**config.mk**
```make
export PLATFORM = sky130hd
export DESIGN_NAME = brb_ctrl
export DESIGN_NICKNAME = d
export VERILOG_FILES = /design/src/rtl/core/brb_pkg.sv /design/src/rtl/core/brb_ctrl.sv
export SDC_FILE = /design/constraint.sdc
export NUM_CORES = 1
export LEC_CHECK = 0
export BUFFER_PORTS_ARGS = -buffer_cell sky130_fd_sc_hd__buf_2
export CAP_MARGIN = 20
export CORE_AREA = 10 10 47 49
export CTS_CLUSTER_SIZE = 25
export DETAILED_ROUTE_END_ITERATION = 8
export DIE_AREA = 0 0 57 59
export PLACE_DENSITY = 0.45
export SLEW_MARGIN = 40
export SYNTH_ARGS = -nofsm -noshare
export SYNTH_HDL_FRONTEND = slang
export SYNTH_SLANG_ARGS = --single-unit
```
**constraint.sdc**
```tcl
create_clock -name clk -period 1.8 [get_ports clk]
set_clock_uncertainty 0.2 [all_clocks]
set_input_delay 0.18 -clock clk [delete_from_list [all_inputs] [get_ports clk]]
set_output_delay 0.18 -clock clk [all_outputs]
set_load 0.02 [all_outputs]
```
**src/rtl/core/brb_pkg.sv**
```systemverilog
// Shared types and codes for the block reassembly buffer.
// Used by the channel interfaces, the controller, the datapath and the top level.
`timescale 1ns / 1ps
`default_nettype none

package brb_pkg;

  // Command codes carried by an input item.
  typedef logic [1:0] cmd_t;
  localparam cmd_t CMD_HEADER    = 2'd0;
  localparam cmd_t CMD_PAYLOAD   = 2'd1;
  localparam cmd_t CMD_SET_FRAME = 2'd2;
  localparam cmd_t CMD_READ      = 2'd3;

  // Status codes carried by a result item.
  typedef logic [1:0] status_t;
  localparam status_t ST_APPLIED   = 2'd0;
  localparam status_t ST_DUPLICATE = 2'd1;
  localparam status_t ST_REJECTED  = 2'd2;
  localparam status_t ST_ACK       = 2'd3;

  // Controller states, one-hot.
  typedef enum logic [3:0] {
    S_IDLE = 4'b0001,
    S_CALC = 4'b0010,
    S_EXEC = 4'b0100,
    S_EMIT = 4'b1000
  } state_t;

  // Commands from the controller to the datapath.
  typedef struct packed {
    logic accept;  // an input item is taken this cycle
    logic calc;    // register the offset products
    logic exec;    // decide and update the entry state
    logic emit;    // load the result into the output register
  } brb_ctrl_t;

  // Status from the datapath to the controller.
  typedef struct packed {
    logic out_free;  // the output register can take a result this cycle
  } brb_stat_t;

endpackage

`default_nettype wire

```
**src/rtl/core/brb_ctrl.sv**
```systemverilog
// Sequencing state machine of the block reassembly buffer.
// Depends on brb_pkg for the state, command and control types.
`timescale 1ns / 1ps
`default_nettype none

module brb_ctrl
  import brb_pkg::*;
(
  input  wire logic      clk,
  input  wire logic      rst_n,
  input  wire logic      in_valid,
  input  wire cmd_t      in_command,
  output logic           in_ready,
  input  wire brb_stat_t stat,
  output brb_ctrl_t      ctrl
);

  state_t state_r, state_nxt;
  logic   accept;

  assign in_ready = (state_r == S_IDLE);
  assign accept   = in_valid && in_ready;

  // Payload items finish in the accept cycle; every other command walks
  // through offset calculation, execution and result delivery.
  always_comb begin
    state_nxt = state_r;
    ctrl      = '0;
    unique case (state_r)
      S_IDLE: begin
        ctrl.accept = accept;
        if (accept && (in_command != CMD_PAYLOAD)) begin
          state_nxt = S_CALC;
        end
      end
      S_CALC: begin
        ctrl.calc = 1'b1;
        state_nxt = S_EXEC;
      end
      S_EXEC: begin
        ctrl.exec = 1'b1;
        state_nxt = S_EMIT;
      end
      S_EMIT: begin
        if (stat.out_free) begin
          ctrl.emit = 1'b1;
          state_nxt = S_IDLE;
        end
      end
      default: begin
        state_nxt = S_IDLE;
      end
    endcase
  end

  // State register.
  always_ff @(posedge clk) begin
    if (!rst_n) begin
      state_r <= S_IDLE;
    end else begin
      state_r <= state_nxt;
    end
  end

endmodule

`default_nettype wire

```
Yosys cells after proc, flatten, opt, wreduce, memory -nomap -nowiden --
Index checks and enable logic that the tools add are counted.
Word-level totals: latch bits 0, ROM bits 0, output and inout port bits 5, register bits after elaboration 4, logic and storage cells 19, memories kept 0, memory bits (writable) 0
Cells by class: bitwise logic cells 0, $add $sub $neg 0, equal/unequal tests 7, multiply operators 0, mux-type cells 8, div/mod/pow operators 0, order comparisons 0, shift-type cells 0, reduce and logical (&&, ||, !) cells 3
Operators with widths (number):
- case mux 4 bit (4 select lines) | 1
- 2-to-1 mux 4 bit | 2
- 2-to-1 mux 1 bit | 5
- == test 4 x 1 -> 1 bit, second input constant | 1
- == test 4 x 2 -> 1 bit, second input constant | 1
- == test 4 x 3 -> 1 bit, second input constant | 1
- == test 4 bit, second input constant | 1
- != test 2 x 1 -> 1 bit, second input constant | 2
- logical AND 1 bit | 2
- != test 2 bit, second input constant | 1
- AND reduction 2 bit | 1

Depth between registers and ports, before layout --
depth in word-level cells 5, mapped depth 3

Worst setup path before layout --
OpenSTA, ideal clock, no wires.
path kind reg2reg, start register state_r[2], end register state_r[1], arrival time 1.486 ns, setup time 0.060 ns, cell stages (with the launch flop) 4, setup slack 0.054 ns, cells stage by stage dfxtp_1 -> nor4b_2 -> and2_1 -> and3_1
Between the ends: word-level cells in the longest chain between the ends 5, elaborated cells between the ends (all ways) 10, those cells by class eq/ne: 6; mux: 1; reduce/logical: 3
Ends and longest elaborated chain:
- start, declared | RTL line brb_ctrl.sv:18 | state_t state_r, state_nxt;
- start signal, assigned | RTL line brb_ctrl.sv:61 | state_r <= state_nxt;
- == test 4 x 1 -> 1 bit * | RTL line brb_ctrl.sv:21 | assign in_ready = (state_r == S_IDLE);
- via in_ready | RTL line brb_ctrl.sv:13 | output logic in_ready,
- logical AND 1 bit | RTL line brb_ctrl.sv:22 | assign accept = in_valid && in_ready;
- logical AND 1 bit | RTL line brb_ctrl.sv:32 | if (accept && (in_command != CMD_PAYLOAD)) begin
- != test 2 x 1 -> 1 bit (no source line)
- AND reduction 2 bit (no source line)
The timed path passes the listed nets; every way through them passes the cells marked *. A chain may end at the register's enable or synchronous reset.

==> Implementation_results.wiki <==
{| class="wikitable"
! Metric !! Value
|-
| DIE WIDTH || 57 um
|-
| Max-cap violation count || 0
|-
| Peak clock frequency supported by timing || roughly 570 MHz
|-
| Weighted congestion at the end of routability-driven global placement || 0.714
|-
| Time the worst path needs with I/O delays and setup || approximately 1.7 ns
|-
| Post-synthesis average cell area || approximately 8.6 sq um
|-
| Synthesized net count || 34
|-
| Run status || finished, final reports clean
|-
| Core footprint || between 1000 and 1500 sq um
|-
| Area of the die || between 3000 and 4000 sq um
|-
| Synth area leaders || sky130_fd_sc_hd__dfxtp_1 33%, sky130_fd_sc_hd__nor3b_1 9.3%, sky130_fd_sc_hd__nor4b_2 6.2%
|-
| Final worst slack || around 0.054 ns
|-
| Critical register-to-register path endpoint || state_r[0]$_SDFFE_PN1P_
|-
| Final wirelength || 689 um
|-
| Die height || approximately 59 um
|-
| Finished Cell Area || about 370 sq um
|-
| Count of buffers inserted at the top-level ports || 10
|-
| Row Count || 14
|-
| Fraction of the cycle the final worst path needs || a little over nine tenths
|-
| Via count || 265
|-
| Number of enable-type register cells in the synthesized netlist || 0
|-
| H-tree levels || 1
|-
| Critical path fanouts, max || 6
|-
| Synth async-reset ratio || 0%
|-
| Share of final-layout standard cells stronger than drive strength 1 || 52.4%
|-
| Layout area overhead || 53.4%
|-
| Arr. time, crit path || 1.37 ns
|-
| Worst hold slack across all endpoints || just over 0.05 ns
|-
| Wire length of the first global-routing pass || 1.18 mm
|-
| Worst Reg-to-Reg Cells || 3
|-
| Post-Syn Area || 241 sq um
|-
| Actual transition at the worst max-transition pin || roughly 0.31 ns
|-
| Clock tree from TritonCTS || built
|-
| Leading cell type by number of instances after synthesis || sky130_fd_sc_hd__dfxtp_1
|-
| Later-pin clock latency in the skew report || 0.23 ns
|-
| Root cell of the clock tree || sky130_fd_sc_hd__clkbuf_4
|-
| Most area-hungry cell type in the Yosys netlist || sky130_fd_sc_hd__dfxtp_1
|-
| Remaining antenna violation count after routing || 0
|-
| Critical Path RT || 1.42 ns
|-
| Leakage power of the design || 0.000170 uW
|-
| Final Hold Violating Endpoints || 0
|-
| Maximum number of buffers from clock root to sink || 2
|-
| Register ranked first by flip-flop count || state_r
|-
| Fin nets || 50
|-
| DR vias/cell || between 4 and 5
|-
| Cell variety after synth || 19
|-
| Power per Cell Area || 730 nW/um^2
|-
| Hold Path Sink || state_r[3]$_SDFFE_PN0P_
|-
| Ports || 11
|-
| Number of synthesis warnings || 0
|-
| Residual DRC || 0
|-
| Remaining global-route overflow || 0
|-
| Number of diodes added for antenna fixing || 0
|-
| Combined global-route utilization of all metal layers || between 4 and 5%
|-
| Pre-CTS WS || between 0.15 and 0.2 ns
|-
| Clock slew seen by the registers of the worst setup and hold paths || 0.04 ns
|-
| Starting Density || between 15 and 20%
|-
| Sequential element share of the synthesized area || 33.2%
|-
| Area share of the largest cell type after synthesis || approximately a third
|-
| Reg-to-reg slack, setup || 0.21 ns
|-
| Max-slew headroom at the worst pin || between 70% and 80%
|-
| Clock sink total || 4
|-
| Most used flip-flop cell after synthesis || sky130_fd_sc_hd__dfxtp_1
|-
| Per-cell routed wire length || roughly 12 um
|-
| Top Family by Delay on Critical Path || simple AND/OR/NAND/NOR gates
|-
| Clock buffers created by TritonCTS || 3
|-
| Largest vdd supply drop || 0.245 mV
|-
| Element type at the critical path start || flip-flop
|-
| Number of antenna violations at the first check in global routing || 0
|-
| Start point of the worst min-delay path || in_valid
|-
| Cell seen most often among critical-path stages || sky130_fd_sc_hd__inv_2
|-
| Worst stage delay on the critical path || 0.54 ns
|-
| CP Class || reg2out
|-
| Placed wire-length estimate || roughly 540 um
|-
| Final setup TNS || 0 ns
|-
| Number of iterations in the first detailed-routing pass || 4
|-
| Bufs and invs on worst path || 3
|-
| WHS Path Cells || 3
|-
| Iter 0 DRT Violations || 14
|-
| Cell chain of the critical path || inv_2, or4_4, inv_2, buf_6
|-
| Slowest stage cell, crit path || sky130_fd_sc_hd__or4_4
|-
| Synthesized instance count || 28
|-
| Element type at the critical path end || output port
|-
| Vias in the first global route || 280
|-
| Number of max-slew violations in the final report || 0
|-
| Final setup vio count || 0
|-
| Max FFs per register || 4
|-
| Utilization after layout || roughly a quarter
|-
| Registers with the highest flip-flop counts || state_r x4
|-
| Number of flip-flops and latches in the synthesized netlist || 4
|-
| Worst hold path class || in2reg
|-
| Largest net degree at the start of global routing || 9
|-
| Commonest cells in the netlist || 4 x sky130_fd_sc_hd__dfxtp_1, 3 x sky130_fd_sc_hd__nor3b_1
|-
| Setup repair after global routing missed its margin || no
|-
| Startpoint of the lowest-slack register-to-register path || state_r[2]$_SDFFE_PN0P_
|-
| Placement Cell Area || ~300 sq um
|}
metal layers:
| metal | track usage (%) | routed length (um) |
|---|---|---|
| met3 | 4.29 | 54 |
| met5 | 0 | 0 |
| met4 | 2.01 | 0 |
| met2 | 6.36 | 316 |
| met1 | 4.71 | 318 |
worst max-delay path by stage:
| stage | from | endpoint | slack [ns] | cells after the start |
|---|---|---|---|---|
| after floorplan | state_r[2]$_SDFFE_PN0P_ | state_r[1]$_SDFFE_PN0P_ | 0.05 | 3 |
| final | state_r[2]$_SDFFE_PN0P_ | ctrl[1] | 0.05 | 4 |
| after detailed placement | state_r[2]$_SDFFE_PN0P_ | state_r[0]$_SDFFE_PN1P_ | 0.15 | 3 |
| after global placement | state_r[2]$_SDFFE_PN0P_ | state_r[0]$_SDFFE_PN1P_ | 0.17 | 3 |
| after CTS | state_r[0]$_SDFFE_PN1P_ | ctrl[3] | 0.003 | 3 |
| after global routing | state_r[2]$_SDFFE_PN0P_ | ctrl[1] | 0.01 | 4 |
cell type report:
| class | count | area (sq um) |
|---|---|---|
| clock buffer | 3 | 22.5 |
| fill | 164 | 1030 |
| inverter | 3 | 11.3 |
| multi-input combinational | 20 | 156 |
| sequential | 4 | 86.3 |
| tap | 16 | 20.0 |
| timing repair buffer | 12 | 73.8 |
through the flow:
stage          power (uW)  instances
2_1_floorplan         135         28
3_3_place_gp          154         53
3_5_place_dp          154         53
4_1_cts               270         57
5_1_grt               296         58
6_report              270         58
cells in the final DEF, fill, tap and decap left out, types with 2 or more instances in the layout:
cell and n:
sky130_fd_sc_hd__clkbuf_4 3, sky130_fd_sc_hd__o21ai_0 2, sky130_fd_sc_hd__dfxtp_2 2, sky130_fd_sc_hd__nor2b_1 2
sky130_fd_sc_hd__inv_2 2, sky130_fd_sc_hd__and2_1 2, sky130_fd_sc_hd__nor3b_1 2, sky130_fd_sc_hd__buf_2 9
kinds of logic after synthesis:
family | count (synthesis) | share of synthesized area (%)
and+or+nand+nor | 15 | 44.0
AOI/OAI and AO/OA | 5 | 15.0
DFF | 4 | 33.2
buffers and inverters | 4 | 7.77
power by group:
part | switching (uW) | internal [uW]
Sequential | 9.78 | 94.1
Clock | 35.7 | 74.5
Combinational | 27.3 | 28.8
repair_timing:
| item | CTS | global route |
|---|---|---|
| endpoints found under the hold margin | 1 | 0 |
| setup buffers | 0 | 1 |
| endpoints found under the setup margin | 1 | 3 |
| hold buffers | 1 | 0 |
| cloned | 0 | 0 |
| resized for setup | 2 | 7 |
worst reg2reg max path, cell delays in order, from the launching register on:
cell and delay, ns:
sky130_fd_sc_hd__dfxtp_4 0.37, sky130_fd_sc_hd__inv_2 0.04, sky130_fd_sc_hd__or4_4 0.54, sky130_fd_sc_hd__a221o_1 0.32
Power figures use the tool's default switching activity.
